<file path="config.mk">
export PLATFORM = sky130hd
export DESIGN_NAME = sync_crc32_frame_checker_unit
export DESIGN_NICKNAME = d
export VERILOG_FILES = /design/src/hdl/scfc_pkg.sv /design/src/hdl/sync_crc32_frame_checker_unit.sv
export SDC_FILE = /design/constraint.sdc
export NUM_CORES = 1
export LEC_CHECK = 0
export BUFFER_PORTS_ARGS = -buffer_cell sky130_fd_sc_hd__buf_2
export CORE_MARGIN = 5
export CORE_UTILIZATION = 60
export CTS_BUF_LIST = sky130_fd_sc_hd__clkbuf_8
export DETAILED_ROUTE_END_ITERATION = 10
export GPL_TIMING_DRIVEN = 0
export PLACE_DENSITY = 0.76
export SLEW_MARGIN = 0
export SYNTH_ARGS = -nofsm -noshare
export SYNTH_HDL_FRONTEND = slang
export SYNTH_SLANG_ARGS = --single-unit
</file>
<file path="constraint.sdc">
create_clock -name i_clk -period 6.4 [get_ports i_clk]
set_input_delay 0.64 -clock i_clk [delete_from_list [all_inputs] [get_ports i_clk]]
set_output_delay 0.64 -clock i_clk [all_outputs]
set_load 0.02 [all_outputs]
</file>
<file path="src/hdl/scfc_pkg.sv">
`timescale 1ns / 1ps
`default_nettype none

package scfc_pkg;

    // frame layout
    localparam logic [7:0] SYNC_FIRST   = 8'hAA;
    localparam logic [7:0] SYNC_SECOND  = 8'h55;
    localparam int unsigned HEADER_BYTES = 3;
    localparam int unsigned CRC_BYTES    = 4;

    // crc-32, reflected ieee form
    localparam logic [31:0] CRC_POLY   = 32'hEDB88320;
    localparam logic [31:0] CRC_INIT   = 32'hFFFFFFFF;
    localparam logic [31:0] CRC_XOROUT = 32'hFFFFFFFF;

    // byte counter
    localparam int unsigned COUNT_W   = 9;
    localparam logic [COUNT_W-1:0] COUNT_MAX = 9'd511;

    // configuration reset value
    localparam logic [7:0] PAYLOAD_LENGTH_RESET = 8'd100;

    // verdict codes
    typedef enum logic [1:0] {
        ST_OK        = 2'd0,
        ST_BAD_LEN   = 2'd1,
        ST_BAD_SYNC  = 2'd2,
        ST_BAD_CRC   = 2'd3
    } t_status;

    typedef struct packed {
        logic [7:0] byte_value;
        logic       frame_end;
    } t_in_item;

    typedef struct packed {
        logic        frame_pass;
        logic [1:0]  status;
        logic [31:0] computed_crc;
    } t_out_item;

    // one byte through the reflected crc, lsb first
    function automatic logic [31:0] crc_byte(input logic [31:0] crc, input logic [7:0] b);
        logic [31:0] c;
        c = crc ^ {24'd0, b};
        for (int k = 0; k < 8; k++) begin
            if (c[0]) begin
                c = (c >> 1) ^ CRC_POLY;
            end else begin
                c = c >> 1;
            end
        end
        return c;
    endfunction

endpackage

`default_nettype wire

</file>
<file path="src/hdl/sync_crc32_frame_checker_unit.sv">
`timescale 1ns / 1ps
`default_nettype none

// Frame checker for sync-framed byte streams: 0xAA, 0x55, a length byte (ignored),
// payload_length payload bytes and a CRC-32 (reflected IEEE, low byte first) over the
// payload. One byte is taken every clock while o_in_ready is high; the CRC update is an
// unrolled eight-bit step. The verdict for the marked last byte is registered into the
// output register, or into a one-entry skid stage behind it; the skid stage lets input
// continue while a verdict waits, and input stalls only when both are full.
// Status: 0 ok, 1 wrong length (checked first), 2 bad sync, 3 CRC mismatch.
// Write payload_length only while no frame is in progress.
module sync_crc32_frame_checker_unit
    import scfc_pkg::*;
(
    input  wire logic      i_clk,
    input  wire logic      i_rst_n,
    // input byte channel
    input  wire logic      i_in_valid,
    output logic           o_in_ready,
    input  wire t_in_item  i_in_data,
    // verdict channel
    output logic           o_out_valid,
    input  wire logic      i_out_ready,
    output t_out_item      o_out_data,
    // configuration
    input  wire logic      i_cfg_wr_en,
    input  wire logic [7:0] i_cfg_wr_data
);

    logic [7:0]         r_payload_length;
    logic [COUNT_W-1:0] r_byte_count, n_byte_count;
    logic [31:0]        r_running_crc, n_running_crc;
    logic               r_sync_error, n_sync_error;
    logic [31:0]        r_received_crc, n_received_crc;

    logic               r_out_valid;
    t_out_item          r_out_data;
    logic               r_skid_valid;
    t_out_item          r_skid_data;

    logic               in_xfer;
    logic               out_xfer;
    logic [COUNT_W-1:0] crc_start;
    logic [COUNT_W-1:0] total_len;
    logic [COUNT_W-1:0] crc_offset;
    logic [31:0]        calc_crc;
    t_status            status;
    t_out_item          result;

    assign in_xfer    = i_in_valid && o_in_ready;
    assign out_xfer   = r_out_valid && i_out_ready;
    assign o_in_ready = !r_skid_valid;
    assign o_out_valid = r_out_valid;
    assign o_out_data  = r_out_data;

    // frame positions from the configured length
    assign crc_start  = COUNT_W'(HEADER_BYTES) + {1'b0, r_payload_length};
    assign total_len  = crc_start + COUNT_W'(CRC_BYTES);
    assign crc_offset = r_byte_count - crc_start;

    // per-byte state update
    always_comb begin
        n_running_crc  = r_running_crc;
        n_sync_error   = r_sync_error;
        n_received_crc = r_received_crc;
        if (r_byte_count == '0) begin
            if (i_in_data.byte_value != SYNC_FIRST) begin
                n_sync_error = 1'b1;
            end
        end else if (r_byte_count == COUNT_W'(1)) begin
            if (i_in_data.byte_value != SYNC_SECOND) begin
                n_sync_error = 1'b1;
            end
        end else if (r_byte_count >= COUNT_W'(HEADER_BYTES) && r_byte_count < crc_start) begin
            n_running_crc = crc_byte(r_running_crc, i_in_data.byte_value);
        end else if (r_byte_count >= crc_start && r_byte_count < total_len) begin
            case (crc_offset[1:0])
                2'd0:    n_received_crc[7:0]   = i_in_data.byte_value;
                2'd1:    n_received_crc[15:8]  = i_in_data.byte_value;
                2'd2:    n_received_crc[23:16] = i_in_data.byte_value;
                default: n_received_crc[31:24] = i_in_data.byte_value;
            endcase
        end
        n_byte_count = (r_byte_count < COUNT_MAX) ? r_byte_count + COUNT_W'(1) : r_byte_count;
    end

    // verdict for the last byte
    always_comb begin
        calc_crc = n_running_crc ^ CRC_XOROUT;
        if (n_byte_count != total_len) begin
            status = ST_BAD_LEN;
        end else if (n_sync_error) begin
            status = ST_BAD_SYNC;
        end else if (n_received_crc != calc_crc) begin
            status = ST_BAD_CRC;
        end else begin
            status = ST_OK;
        end
        result.frame_pass   = (status == ST_OK);
        result.status       = status;
        result.computed_crc = calc_crc;
    end

    // configuration register
    always_ff @(posedge i_clk) begin
        if (!i_rst_n) begin
            r_payload_length <= PAYLOAD_LENGTH_RESET;
        end else if (i_cfg_wr_en) begin
            r_payload_length <= i_cfg_wr_data;
        end
    end

    // frame state, cleared after each verdict
    always_ff @(posedge i_clk) begin
        if (!i_rst_n) begin
            r_byte_count   <= '0;
            r_running_crc  <= CRC_INIT;
            r_sync_error   <= 1'b0;
            r_received_crc <= '0;
        end else if (in_xfer) begin
            if (i_in_data.frame_end) begin
                r_byte_count   <= '0;
                r_running_crc  <= CRC_INIT;
                r_sync_error   <= 1'b0;
                r_received_crc <= '0;
            end else begin
                r_byte_count   <= n_byte_count;
                r_running_crc  <= n_running_crc;
                r_sync_error   <= n_sync_error;
                r_received_crc <= n_received_crc;
            end
        end
    end

    // output register with skid stage
    always_ff @(posedge i_clk) begin
        if (!i_rst_n) begin
            r_out_valid  <= 1'b0;
            r_skid_valid <= 1'b0;
        end else if (in_xfer && i_in_data.frame_end) begin
            // skid is empty here since input is ready
            if (!r_out_valid || out_xfer) begin
                r_out_valid <= 1'b1;
            end else begin
                r_skid_valid <= 1'b1;
            end
        end else if (out_xfer) begin
            if (r_skid_valid) begin
                r_skid_valid <= 1'b0;
            end else begin
                r_out_valid <= 1'b0;
            end
        end
    end

    // payload of the output stages
    always_ff @(posedge i_clk) begin
        if (out_xfer && r_skid_valid) begin
            r_out_data <= r_skid_data;
        end
        if (in_xfer && i_in_data.frame_end) begin
            if (!r_out_valid || (out_xfer && !r_skid_valid)) begin
                r_out_data <= result;
            end else begin
                r_skid_data <= result;
            end
        end
    end

`ifndef SYNTHESIS
    // skid entry only exists behind a full output register
    a_skid_behind_out: assert property (@(posedge i_clk) disable iff (!i_rst_n)
        r_skid_valid |-> r_out_valid)
        else $error("skid stage holds a verdict while output register is empty");

    // verdict code and pass flag agree
    a_ok_matches_status: assert property (@(posedge i_clk) disable iff (!i_rst_n)
        r_out_valid |-> (r_out_data.frame_pass == (r_out_data.status == ST_OK)))
        else $error("pass flag disagrees with status");

    // frame state returns to reset values after the last byte
    a_clear_after_end: assert property (@(posedge i_clk) disable iff (!i_rst_n)
        (in_xfer && i_in_data.frame_end) |=>
            (r_byte_count == '0 && r_running_crc == CRC_INIT && !r_sync_error))
        else $error("frame state not cleared after last byte");

    // a last byte always yields a pending verdict
    a_end_gives_verdict: assert property (@(posedge i_clk) disable iff (!i_rst_n)
        (in_xfer && i_in_data.frame_end) |=> r_out_valid)
        else $error("last byte transfer produced no verdict");
`endif

endmodule

`default_nettype wire

</file>
# After elaboration in Yosys (flattened, before gate mapping)
# Cells that the tools add are included.
# Widths: inputs -> output; s select.
# classes
add_sub_neg,4
order_cmp,5
eq_ne,10
muxes,62
bitwise_logic,11
n_reduce_logical,19
# ops
operator,count
$mux 32,38
$not 13->14,8
$mux 35,3
$mux 8,4
$ne 32x32->1,1
$not 32->32,1
$xor 32x8->32,1
$lt 9x9->1,2
$mux 9,2
$mux 1,12
$add 2x8->9 const A,1
$add 9x1->9 const B,1
$add 9x3->9 const B,1
$eq 9x1->1 const B,1
$ge 9x2->1 const B,1
$ge 9x9->1,1
$logic_not 9->1,1
$lt 9x9->1 const B,1
$ne 9x9->1,1
$ne 8x7->1 const B,1
$ne 8x8->1 const B,1
$logic_and 1x1->1,7
$mux 2,3
$logic_not 2->1,2
12 further kinds,16
# word_totals
reg_bits,154
elab_cells,124

# Logic depth before layout (Yosys ltp)
# Gate-level depths: netlist of run 1.
# logic_depth
depth_word,49
depth_mapped,18
ltp_nobuf,17

# Least setup slack after synthesis of run 1
# Ideal clock, no wire load.
# synth_timing
path_kind,flip-flop to flip-flop
from,register r_payload_length[0]
to,"register r_skid_data[32] in the netlist's numbering, data pin"
setup_ns,0.259
arrival_ns,4.183
t_required_ns,6.141
setup_slack_ns,1.958
stages_incl_launch_ff,18
path_buffers,1
path_cell_list,dfxtp_1 > inv_1 > ha_1 > xnor2_1 > ha_1 > nand2b_1 > o41a_1 > ha_1 > nand4_1 > a21oi_1 > or3_1 > buf_1 > o21ai_0 > and3_1 > or4_4 > nor4_1 > and4_1 > o21bai_1
# synth_rtl
element,line_no,source
"start, declared",sync_crc32_frame_checker_unit.sv:30,logic [7:0] r_payload_length;
"start signal, assigned",sync_crc32_frame_checker_unit.sv:109,r_payload_length <= i_cfg_wr_data;
"end signal, assigned",sync_crc32_frame_checker_unit.sv:165,r_skid_data <= result;
"end, declared",sync_crc32_frame_checker_unit.sv:39,t_out_item r_skid_data;

==> flow_results.xml, run 1 <==
<?xml version="1.0" encoding="UTF-8"?>
<metrics>
  <group name="status">
    <metric name="run_status" unit="">finished clean</metric>
  </group>
  <group name="yosys">
    <metric name="synth_edf_count" unit="">35</metric>
    <metric name="yosys_warnings" unit="">0</metric>
    <metric name="post_synth_inst_count" unit="">955</metric>
    <metric name="syn-cell-area" unit="um^2">8876</metric>
    <metric name="yosysTopAreaCell" unit="">dfxtp_1</metric>
    <metric name="sequential_element_share_of_the_synthesized_area" unit="%">38.68</metric>
    <metric name="synth.net_count" unit="">998</metric>
    <metric name="postSynthAreaPerCell" unit="um^2">9.294</metric>
    <metric name="postSynth.asyncResetShare" unit="%">0</metric>
    <metric name="proportion_of_netlist_area_held_by_the_largest_area_contributor" unit="%">26.84</metric>
    <metric name="dominantRegCellSynth" unit="">dfxtp_1</metric>
    <metric name="synth_unique_cells" unit="">60</metric>
    <metric name="ys_ff_latch" unit="">154</metric>
    <metric name="netlist_top_cells_area" unit="">dfxtp_1, edfxtp_1, mux2i_1</metric>
  </group>
  <group name="clocking">
    <metric name="postCtsSetupBuffers" unit="">0</metric>
    <metric name="clkTransAtPathRegs" unit="ns">0.09</metric>
    <metric name="clk_root_buffer_cell" unit="">clkbuf_8</metric>
    <metric name="tritoncts" unit="">yes</metric>
    <metric name="cts-resized-gates" unit="">0</metric>
    <metric name="clock-sinks" unit="">154</metric>
    <metric name="worstSkewPairLatency" unit="ns">0.48</metric>
    <metric name="cts_stage_hold_buffer_count" unit="">0</metric>
    <metric name="cts-htree-levels" unit="">4</metric>
    <metric name="cts_buffer_depth" unit="">2</metric>
    <metric name="cts_inserted_buffers" unit="">17</metric>
  </group>
  <group name="sta">
    <metric name="worst_slack" unit="ns">0.9592</metric>
    <metric name="maxClockFrequency" unit="MHz">183.8</metric>
    <metric name="finalCriticalPeriod" unit="ns">5.441</metric>
    <metric name="grt_setup_unrepaired" unit="">no</metric>
    <metric name="totalNegativeSetupSlack" unit="ns">0</metric>
    <metric name="slew_viol_final" unit="">0</metric>
    <metric name="max_slew.worst_pin.slew" unit="ns">0.9592</metric>
    <metric name="hold_ws" unit="ns">0.3709</metric>
    <metric name="timing.final.hold_violations" unit="">0</metric>
    <metric name="setup_viol_count_final" unit="">0</metric>
    <metric name="final.period_utilization" unit="%">85.01</metric>
    <metric name="finClkSkew" unit="ns">0.01407</metric>
    <metric name="slew_headroom" unit="%">35.56</metric>
  </group>
  <group name="drt">
    <metric name="vias_per_cell" unit="">6.143</metric>
    <metric name="residual_antenna_violating_net_count_after_detailed_routing" unit="">0</metric>
    <metric name="drt_pass1_iterations" unit="">5</metric>
    <metric name="detailedRoute.firstIterationViolations" unit="">700</metric>
    <metric name="wl" unit="um">24400</metric>
    <metric name="wl_per_cell" unit="um">19.92</metric>
    <metric name="drt_drc_violations_left" unit="">0</metric>
    <metric name="vias" unit="">7525</metric>
  </group>
  <group name="setup_path">
    <metric name="critical_path_class" unit="">flip-flop to flip-flop</metric>
    <metric name="critical_path.endpoint_type" unit="">flip-flop</metric>
    <metric name="reg_to_reg_end" unit="">r_skid_data[34]</metric>
    <metric name="worst_ep_required_time" unit="ns">6.73</metric>
    <metric name="reg2regPathDepth" unit="">17</metric>
    <metric name="r2r-start" unit="">r_payload_length[0]</metric>
    <metric name="critical_path_arrival" unit="ns">5.77</metric>
    <metric name="ff2ff_setup_slack" unit="ns">0.96</metric>
    <metric name="crit_path_start_kind" unit="">flip-flop</metric>
    <metric name="worstPathMaxFanout" unit="">8</metric>
  </group>
  <group name="floorplanning">
    <metric name="die_x" unit="um">131.6</metric>
    <metric name="placeableCoreArea" unit="um^2">14530</metric>
    <metric name="dieHeight" unit="um">131.6</metric>
    <metric name="initial_utilization" unit="%">61.07</metric>
    <metric name="floorplan.rows" unit="">44</metric>
    <metric name="io_pins" unit="">59</metric>
    <metric name="die-area" unit="um^2">17330</metric>
  </group>
  <group name="global_routing">
    <metric name="antenna_violations_before_repair" unit="">2</metric>
    <metric name="groute.usage.overall" unit="%">27.69</metric>
    <metric name="grt_start_max_net_pins" unit="">33</metric>
    <metric name="global_route.overflow_total" unit="">0</metric>
    <metric name="grt_pass1_wl" unit="um">38720</metric>
    <metric name="first_global_vias" unit="">7070</metric>
  </group>
  <group name="min_path">
    <metric name="whs_path_depth" unit="">3</metric>
    <metric name="min-delay-path-class" unit="">input pin to flip-flop</metric>
    <metric name="min_delay_worst_endpoint" unit="">r_payload_length[6]</metric>
    <metric name="hold_path.startpoint" unit="">i_cfg_wr_data[6]</metric>
  </group>
  <group name="place">
    <metric name="numPlacedInstances" unit="">1192</metric>
    <metric name="dp_hpwl" unit="um">18620</metric>
    <metric name="preCtsSetupSlack" unit="ns">1.101</metric>
    <metric name="globalplace.congestion" unit="">0.9314</metric>
    <metric name="numPortBuffers" unit="">52</metric>
  </group>
  <group name="power">
    <metric name="p_leak" unit="nW">4.022</metric>
    <metric name="vdd_ir_drop_max" unit="mV">0.1699</metric>
    <metric name="power.density_cell_area" unit="nW/um^2">240.3</metric>
  </group>
  <group name="finish">
    <metric name="layout_common_cells" unit="">dfxtp_1, nand2_1, mux2i_1</metric>
    <metric name="nets_final" unit="">1070</metric>
    <metric name="n_fill_cell" unit="">1225</metric>
    <metric name="areaGrowthSynthToFinish" unit="%">10.30</metric>
    <metric name="stdcell_count" unit="">1225</metric>
    <metric name="fraction_of_final_layout_cells_sized_beyond_drive_strength_1" unit="%">10.87</metric>
    <metric name="layout_commonest_cell" unit="">dfxtp_1</metric>
  </group>
  <group name="job">
    <metric name="max_cap_violations" unit="">0</metric>
  </group>
</metrics>
## final cells by class
cell class,instances,area [um^2],area share (%)
Antenna cell,1,2.502,0.02556
Buffer,55,221.5,2.262
Clock buffer,17,234.0,2.390
Clock inverter,15,153.9,1.572
Inverter,12,45.04,0.4601
Multi-Input combinational cell,734,5190,53.01
Sequential cell,154,3433,35.07
Tap cell,184,230.2,2.351
Timing Repair Buffer,53,280.3,2.863
## state kept, by name, indices dropped and copies added (netlist names)
register          cells
o_out_valid           1
r_skid_valid          1
o_out_data           35
r_received_crc       32
r_payload_length      8
r_skid_data          35
r_running_crc        32
r_byte_count          9
r_sync_error          1
## how the worst max path moves through the flow
| stage | start | endpoint | slack, ns | cells after the start |
|---|---|---|---|---|
| after floorplan | r_payload_length[0] | r_skid_data[32] | 1.96 | 17 |
| after global placement | r_payload_length[0] | r_skid_data[32] | 1.09 | 17 |
| after detailed placement | r_payload_length[0] | r_skid_data[32] | 1.10 | 17 |
| after CTS | r_payload_length[0] | r_skid_data[34] | 1.06 | 17 |
| after global routing | r_payload_length[0] | r_skid_data[34] | 0.68 | 18 |
| final | r_payload_length[0] | r_skid_data[34] | 0.96 | 17 |
## per-layer routing
metal  share of wire (%)  track usage, %  vias up
li1                    -               -     3651
met4                 1.9           8.286        2
met5               0.070               0        -
met3                 7.1           5.619       41
met1                  43           36.40     3556
met2                  48           46.19      275
## stage by stage
| stage | util, % | total power, mW | area [um^2] |
|---|---|---|---|
| 5_1_grt | 67.36 | 2.453 | 9791 |
| 3_5_place_dp | 64.63 | 1.611 | 9394 |
| 4_1_cts | 67.30 | 2.354 | 9782 |
| 2_1_floorplan | - | 1.477 | 8876 |
| 3_3_place_gp | 64.45 | 1.602 | 9366 |
| 6_report | 67.36 | 2.353 | 9791 |
## synth_stat cells (3+ instances only)
cell        n
o21ai_1     6
o211ai_1   50
a21oi_1    19
or3_1      11
mux2i_1    73
a22oi_1    34
nor2_1     19
o22ai_1     7
buf_2       5
ha_1       21
and2_1      3
xor2_1     25
and3_1     21
o21ai_0    65
edfxtp_1   35
nand4_1    10
dfxtp_1   119
nor3_1     26
nand2_1    82
and4_1      3
o21a_1     15
nand3_1    37
xnor2_2     8
nor4_1     13
a21boi_0   18
a21o_1     16
nor2b_1    54
clkbuf_1   43
buf_1       4
xnor2_1    64
inv_1      12
## critical path, cell delays in order (launching register included)
cell,delay [ns]
dfxtp_1,0.50
inv_1,0.13
ha_1,0.27
xnor2_1,0.40
ha_1,0.27
nand2b_1,0.08
o41a_1,0.47
ha_1,0.31
nand4_1,0.11
a21oi_1,0.47
or3_1,0.19
buf_1,0.26
o21ai_0,0.16
and3_1,0.21
or4_4,0.55
nor4_1,0.35
and4_1,0.33
nor3b_2,0.20
## report_power, final
group / switching [mW] / total, mW / leakage, nW / internal [mW]
Clock: 0.432 / 0.755 / 0.193 / 0.323
Sequential: 0.0338 / 1.07 / 1.29 / 1.04
Combinational: 0.313 / 0.526 / 2.54 / 0.213
## logic make-up (layout without fill, tap and decap cells)
family / count (synthesis) / in the layout / synth area share [%]
AOI/OAI and AO/OA: 245 / 245 / 18.27
xor gates and xnor gates: 100 / 100 / 11.05
adders and majority gates: 21 / 21 / 2.960
buffers and inverters: 67 / 152 / 3.002
DFF: 154 / 154 / 38.68
muxes: 75 / 75 / 8.613
other: 0 / 1 / 0
and+or+nand+nor: 293 / 293 / 17.42
No activity file was read; power rests on OpenSTA's default activity.
==> inputs of run 2 (changes only) <==
Settings changed: REMOVE_ABC_BUFFERS from default to 1.
==> flow_results.xml, run 2 (synthesis results as in run 1) <==
<?xml version="1.0" encoding="UTF-8"?>
<metrics>
  <group name="status">
    <metric name="run_status" unit="">finished clean</metric>
  </group>
  <group name="setup_path">
    <metric name="worst_ep_required_time" unit="ns">6.62</metric>
    <metric name="reg2regPathDepth" unit="">17</metric>
    <metric name="crit_path_start_kind" unit="">flip-flop</metric>
    <metric name="critical_path_arrival" unit="ns">6.21</metric>
    <metric name="critical_path_depth" unit="">17</metric>
    <metric name="cp_top_family" unit="">simple AND/OR/NAND/NOR gates</metric>
    <metric name="critical_path.endpoint_type" unit="">flip-flop</metric>
    <metric name="most_used_cell_along_the_critical_path" unit="">ha_1</metric>
    <metric name="worst_path_max_delay_cell" unit="">nor3_1</metric>
    <metric name="worstPathMaxFanout" unit="">11</metric>
    <metric name="critical_path_class" unit="">flip-flop to flip-flop</metric>
    <metric name="worstPathCellList" unit="">inv_1, ha_1, xnor2_1, ha_1, nand2b_1, nor2_1, xor2_1, ha_1, a211oi_1, o21ai_1, nor3_1, nand3_1, and3_1, or4_4, nor4_1, and4_1, o21bai_1</metric>
    <metric name="timing.critical_path.buf_inv" unit="">1</metric>
    <metric name="timing.critical_path.slowest_cell_delay" unit="ns">1.10</metric>
  </group>
  <group name="drt">
    <metric name="detailedRoute.firstIterationViolations" unit="">644</metric>
    <metric name="residual_antenna_violating_net_count_after_detailed_routing" unit="">0</metric>
    <metric name="wl_per_cell" unit="um">18.74</metric>
    <metric name="drt_drc_violations_left" unit="">0</metric>
    <metric name="vias_per_cell" unit="">6.136</metric>
    <metric name="drt_pass1_iterations" unit="">6</metric>
    <metric name="vias" unit="">7241</metric>
    <metric name="wl" unit="um">22110</metric>
  </group>
  <group name="global_routing">
    <metric name="groute.usage.overall" unit="%">25.07</metric>
    <metric name="grt_pass1_wl" unit="um">35810</metric>
    <metric name="global_route.overflow_total" unit="">0</metric>
    <metric name="grt_start_max_net_pins" unit="">54</metric>
    <metric name="antenna_violations_before_repair" unit="">0</metric>
    <metric name="first_global_vias" unit="">6756</metric>
  </group>
  <group name="finish">
    <metric name="antennaDiodeCount" unit="">0</metric>
    <metric name="stdcell_count" unit="">1180</metric>
    <metric name="layout_commonest_cell" unit="">dfxtp_1</metric>
    <metric name="multi_input_area" unit="um^2">5236</metric>
    <metric name="nets_final" unit="">1026</metric>
    <metric name="areaGrowthSynthToFinish" unit="%">10.02</metric>
    <metric name="layout_common_cells" unit="">dfxtp_1, nand2_1, mux2i_1</metric>
    <metric name="fraction_of_final_layout_cells_sized_beyond_drive_strength_1" unit="%">12.05</metric>
    <metric name="seqCellArea" unit="um^2">3433</metric>
    <metric name="n_fill_cell" unit="">1185</metric>
  </group>
  <group name="floorplanning">
    <metric name="die_x" unit="um">131.6</metric>
    <metric name="placeableCoreArea" unit="um^2">14530</metric>
    <metric name="dieHeight" unit="um">131.6</metric>
    <metric name="die-area" unit="um^2">17330</metric>
    <metric name="io_pins" unit="">59</metric>
    <metric name="initial_utilization" unit="%">61.07</metric>
    <metric name="floorplan.rows" unit="">44</metric>
  </group>
  <group name="power">
    <metric name="p_leak" unit="nW">4.034</metric>
    <metric name="power.density_cell_area" unit="nW/um^2">244.6</metric>
    <metric name="vdd_ir_drop_max" unit="mV">0.3057</metric>
  </group>
  <group name="sta">
    <metric name="finalCriticalPeriod" unit="ns">5.992</metric>
    <metric name="worst_slack" unit="ns">0.4083</metric>
    <metric name="timing.final.hold_violations" unit="">0</metric>
    <metric name="setup_viol_count_final" unit="">0</metric>
    <metric name="max_slew.worst_pin.slew" unit="ns">1.315</metric>
    <metric name="totalNegativeSetupSlack" unit="ns">0</metric>
    <metric name="slew_headroom" unit="%">11.69</metric>
    <metric name="grt_setup_unrepaired" unit="">no</metric>
    <metric name="final.period_utilization" unit="%">93.62</metric>
    <metric name="slew_viol_final" unit="">0</metric>
    <metric name="maxClockFrequency" unit="MHz">166.9</metric>
    <metric name="finClkSkew" unit="ns">0.01496</metric>
  </group>
  <group name="place">
    <metric name="globalplace.congestion" unit="">0.9025</metric>
    <metric name="preCtsSetupSlack" unit="ns">0.5600</metric>
    <metric name="numPlacedInstances" unit="">1148</metric>
    <metric name="dp_hpwl" unit="um">16000</metric>
    <metric name="numPortBuffers" unit="">58</metric>
  </group>
  <group name="clocking">
    <metric name="worstSkewPairLatency" unit="ns">0.46</metric>
    <metric name="cts_buffer_depth" unit="">2</metric>
    <metric name="tritoncts" unit="">yes</metric>
    <metric name="clock-sinks" unit="">154</metric>
    <metric name="clkTransAtPathRegs" unit="ns">0.09</metric>
    <metric name="cts-htree-levels" unit="">4</metric>
    <metric name="cts_stage_hold_buffer_count" unit="">0</metric>
    <metric name="cts_inserted_buffers" unit="">17</metric>
    <metric name="postCtsSetupBuffers" unit="">0</metric>
    <metric name="clk_root_buffer_cell" unit="">clkbuf_8</metric>
    <metric name="cts-resized-gates" unit="">0</metric>
  </group>
  <group name="min_path">
    <metric name="whs_path_depth" unit="">3</metric>
    <metric name="min-delay-path-class" unit="">input pin to flip-flop</metric>
  </group>
  <group name="job">
    <metric name="max_cap_violations" unit="">0</metric>
  </group>
</metrics>
## run 2: cell types whose count changed in the layout (fill, tap and decap cells not counted), moves of 2 or more
cell and change:
nand3_1 -2, buf_1 -4, clkinv_2 -2, clkbuf_1 -43
buf_12 +4, inv_1 +2, inv_8 -2, nand3_2 +2
bufinv_16 +2
## run 2: path summary, 6_finish.rpt
| path | from | endpoint | slack [ns] |
|---|---|---|---|
| max | r_payload_length[0] | r_skid_data[32] | 0.41 |
| min reg2reg | r_running_crc[17] | r_running_crc[17] | 0.52 |
| max reg2reg | r_payload_length[0] | r_skid_data[32] | 0.41 |
| min | i_cfg_wr_data[2] | r_payload_length[2] | 0.40 |
## run 2: power breakdown
part           internal (mW)  switching, mW
Sequential              1.04         0.0322
Combinational          0.213          0.307
Clock                  0.395          0.404
## run 2: area by class of cell
| type | instances | share of cell area, % |
|---|---|---|
| Clock buffer | 17 | 2.396 |
| Timing Repair Buffer | 64 | 4.074 |
| Tap cell | 184 | 2.357 |
| Sequential cell | 154 | 35.16 |
| Inverter | 12 | 0.4612 |
| Clock inverter | 15 | 1.935 |
| Multi-Input combinational cell | 734 | 53.62 |
## run 2: worst reg2reg max path, cell delays in order (launching register included)
cell	delay [ns]
dfxtp_1	0.50
inv_1	0.13
ha_1	0.27
xnor2_1	0.42
ha_1	0.27
nand2b_1	0.08
nor2_1	0.13
xor2_1	0.28
ha_1	0.30
a211oi_1	0.20
o21ai_1	0.26
nor3_1	1.11
nand3_1	0.21
and3_1	0.23
or4_4	0.53
nor4_1	0.40
and4_1	0.37
o21bai_1	0.08
## run 2: through the flow
stage,util (%),total power [mW],instance area [um^2],hold slack [ns]
finish,67.19,2.389,9766,0.4003
global route,67.19,2.496,9766,0.3990
floorplan,-,1.464,8655,0.4798
CTS,67.16,2.397,9761,0.3734
global placement,63.13,1.591,9175,0.4928
detailed placement,64.25,1.607,9338,0.5032
## run 2: layer usage
metal | routed length, um | global-route usage [%] | vias to the layer above
li1 | - | - | 3566
met4 | 414 | 6.971 | 0
met1 | 9739 | 34.46 | 3402
met5 | 0 | 0 | -
met3 | 1559 | 5.390 | 37
met2 | 10400 | 40.12 | 236
==> inputs of run 3 (changes only) <==
Settings changed: RECOVER_POWER from default to 50.
==> flow_results.xml, run 3 (synthesis results as in run 1) <==
<?xml version="1.0" encoding="UTF-8"?>
<metrics>
  <group name="clocking">
    <metric name="tritoncts" unit="">yes</metric>
    <metric name="clkTransAtPathRegs" unit="ns">0.09</metric>
    <metric name="postCtsSetupBuffers" unit="">0</metric>
    <metric name="worstSkewPairLatency" unit="ns">0.46</metric>
    <metric name="cts-htree-levels" unit="">4</metric>
    <metric name="cts_inserted_buffers" unit="">17</metric>
    <metric name="cts-resized-gates" unit="">0</metric>
    <metric name="clock-sinks" unit="">154</metric>
    <metric name="clk_root_buffer_cell" unit="">clkbuf_8</metric>
    <metric name="cts_buffer_depth" unit="">2</metric>
    <metric name="cts_stage_hold_buffer_count" unit="">0</metric>
  </group>
  <group name="drt">
    <metric name="drt_pass1_iterations" unit="">5</metric>
    <metric name="vias" unit="">7286</metric>
    <metric name="wl" unit="um">22030</metric>
    <metric name="drt_drc_violations_left" unit="">0</metric>
    <metric name="detailedRoute.firstIterationViolations" unit="">703</metric>
    <metric name="residual_antenna_violating_net_count_after_detailed_routing" unit="">0</metric>
    <metric name="wl_per_cell" unit="um">18.67</metric>
    <metric name="vias_per_cell" unit="">6.175</metric>
  </group>
  <group name="floorplanning">
    <metric name="die_x" unit="um">131.6</metric>
    <metric name="floorplan.rows" unit="">44</metric>
    <metric name="dieHeight" unit="um">131.6</metric>
    <metric name="io_pins" unit="">59</metric>
    <metric name="placeableCoreArea" unit="um^2">14530</metric>
    <metric name="die-area" unit="um^2">17330</metric>
    <metric name="initial_utilization" unit="%">61.07</metric>
  </group>
  <group name="global_routing">
    <metric name="grt_start_max_net_pins" unit="">54</metric>
    <metric name="grt_pass1_wl" unit="um">35810</metric>
    <metric name="first_global_vias" unit="">6756</metric>
    <metric name="gr-usage-met3" unit="%">5.390</metric>
    <metric name="gr-max-usage-layer" unit="">met2</metric>
    <metric name="global_route.overflow_total" unit="">0</metric>
    <metric name="grtUsageMet1" unit="%">34.46</metric>
    <metric name="antenna_violations_before_repair" unit="">0</metric>
    <metric name="groute.usage.overall" unit="%">25.07</metric>
    <metric name="grt_util_met2" unit="%">40.12</metric>
  </group>
  <group name="finish">
    <metric name="fraction_of_final_layout_cells_sized_beyond_drive_strength_1" unit="%">7.932</metric>
    <metric name="utilization" unit="%">66.58</metric>
    <metric name="layout_common_cells" unit="">dfxtp_1, nand2_1, mux2i_1</metric>
    <metric name="layout_commonest_cell" unit="">dfxtp_1</metric>
    <metric name="seqCellArea" unit="um^2">3433</metric>
    <metric name="antennaDiodeCount" unit="">0</metric>
    <metric name="nets_final" unit="">1026</metric>
    <metric name="n_fill_cell" unit="">1223</metric>
    <metric name="areaGrowthSynthToFinish" unit="%">9.022</metric>
    <metric name="multi_input_area" unit="um^2">5211</metric>
  </group>
  <group name="setup_path">
    <metric name="worstPathMaxFanout" unit="">22</metric>
    <metric name="cp_top_family" unit="">simple AND/OR/NAND/NOR gates</metric>
    <metric name="critical_path.endpoint_type" unit="">flip-flop</metric>
    <metric name="timing.critical_path.buf_inv" unit="">2</metric>
    <metric name="most_used_cell_along_the_critical_path" unit="">ha_1</metric>
    <metric name="crit_path_start_kind" unit="">flip-flop</metric>
    <metric name="worstPathCellList" unit="">inv_1, ha_1, xnor2_1, ha_1, or4b_1, o2111ai_1, buf_12, mux2i_1, a21oi_1, or4_4, nor4_1, and4_1, o21bai_1</metric>
    <metric name="worst_path_max_delay_cell" unit="">o2111ai_1</metric>
    <metric name="critical_path_arrival" unit="ns">6.24</metric>
    <metric name="critical_path_class" unit="">flip-flop to flip-flop</metric>
    <metric name="worst_ep_required_time" unit="ns">6.62</metric>
    <metric name="timing.critical_path.slowest_cell_delay" unit="ns">1.24</metric>
  </group>
  <group name="sta">
    <metric name="max_slew.worst_pin.slew" unit="ns">1.861</metric>
    <metric name="maxClockFrequency" unit="MHz">166.2</metric>
    <metric name="grt_setup_unrepaired" unit="">no</metric>
    <metric name="timing.final.hold_violations" unit="">0</metric>
    <metric name="slew_headroom" unit="%">-24.04</metric>
    <metric name="final.period_utilization" unit="%">94.01</metric>
    <metric name="totalNegativeSetupSlack" unit="ns">0</metric>
    <metric name="slew_viol_final" unit="">99</metric>
    <metric name="finClkSkew" unit="ns">0.01658</metric>
    <metric name="finalCriticalPeriod" unit="ns">6.017</metric>
    <metric name="setup_viol_count_final" unit="">0</metric>
  </group>
  <group name="min_path">
    <metric name="min-delay-path-class" unit="">input pin to flip-flop</metric>
  </group>
  <group name="status">
    <metric name="failed_checks" unit="">max-capacitance violations, max-slew violations</metric>
    <metric name="run_status" unit="">finished, violations left</metric>
  </group>
  <group name="power">
    <metric name="power.density_cell_area" unit="nW/um^2">246.2</metric>
    <metric name="p_leak" unit="nW">3.879</metric>
    <metric name="vdd_ir_drop_max" unit="mV">0.3090</metric>
  </group>
  <group name="job">
    <metric name="max_cap_violations" unit="">3</metric>
  </group>
  <group name="place">
    <metric name="globalplace.congestion" unit="">0.9025</metric>
    <metric name="dp_hpwl" unit="um">16000</metric>
    <metric name="numPortBuffers" unit="">58</metric>
  </group>
</metrics>
## run 3: final cells by class
class	instances	share of cell area, %
multi-input combinational	734	53.85
sequential	154	35.48
timing repair buffer	64	3.452
clock buffer	17	2.418
tap	184	2.379
clock inverter	15	1.952
inverter	12	0.4655
## run 3: worst paths after layout
| kind | from | endpoint | slack (ns) | cells after the start |
|---|---|---|---|---|
| max | r_payload_length[0] | r_skid_data[32] | 0.38 | 13 |
| min | i_cfg_wr_data[2] | r_payload_length[2] | 0.40 | 3 |
| max reg2reg | r_payload_length[0] | r_skid_data[32] | 0.38 | 13 |
| min reg2reg | r_running_crc[15] | r_running_crc[15] | 0.51 | 2 |
## run 3: report_power, final
part | internal [mW] | switching [mW] | leakage, nW
registers | 1.04 | 0.0327 | 1.29
clock network | 0.395 | 0.405 | 0.212
logic | 0.206 | 0.306 | 2.37
total | 1.64 | 0.744 | 3.88
## run 3: worst register-to-register path: cells and delay by family, from the launching register on
family | cells | cell delay [ns]
and+or+nand+nor | 4 | 1.88
AOI/OAI and AO/OA | 3 | 1.41
adders and majority gates | 2 | 0.62
muxes | 1 | 0.54
DFF | 1 | 0.49
buffers and inverters | 2 | 0.43
xor gates and xnor gates | 1 | 0.42
## run 3: stage by stage
| stage | hold WS [ns] | setup WS, ns | power [mW] | std cells | instance area (um^2) |
|---|---|---|---|---|---|
| after floorplan | 0.4798 | 1.277 | 1.464 | 900 | 8655 |
| after global placement | 0.4928 | 0.01273 | 1.591 | 1142 | 9175 |
| after detailed placement | 0.5032 | 0.5600 | 1.607 | 1148 | 9338 |
| after CTS | 0.3734 | 0.5169 | 2.397 | 1180 | 9761 |
| after global routing | 0.3990 | 0.02207 | 2.489 | 1180 | 9677 |
| final | 0.4006 | 0.3832 | 2.383 | 1180 | 9677 |
## run 3: per-layer routing
metal / up-vias / share of wire, % / wire length, um
met2: 245 / 47 / 10340
met3: 32 / 6.7 / 1465
met5: - / 0 / 0
met1: 3446 / 45 / 9858
li1: 3563 / - / -
met4: 0 / 1.6 / 362
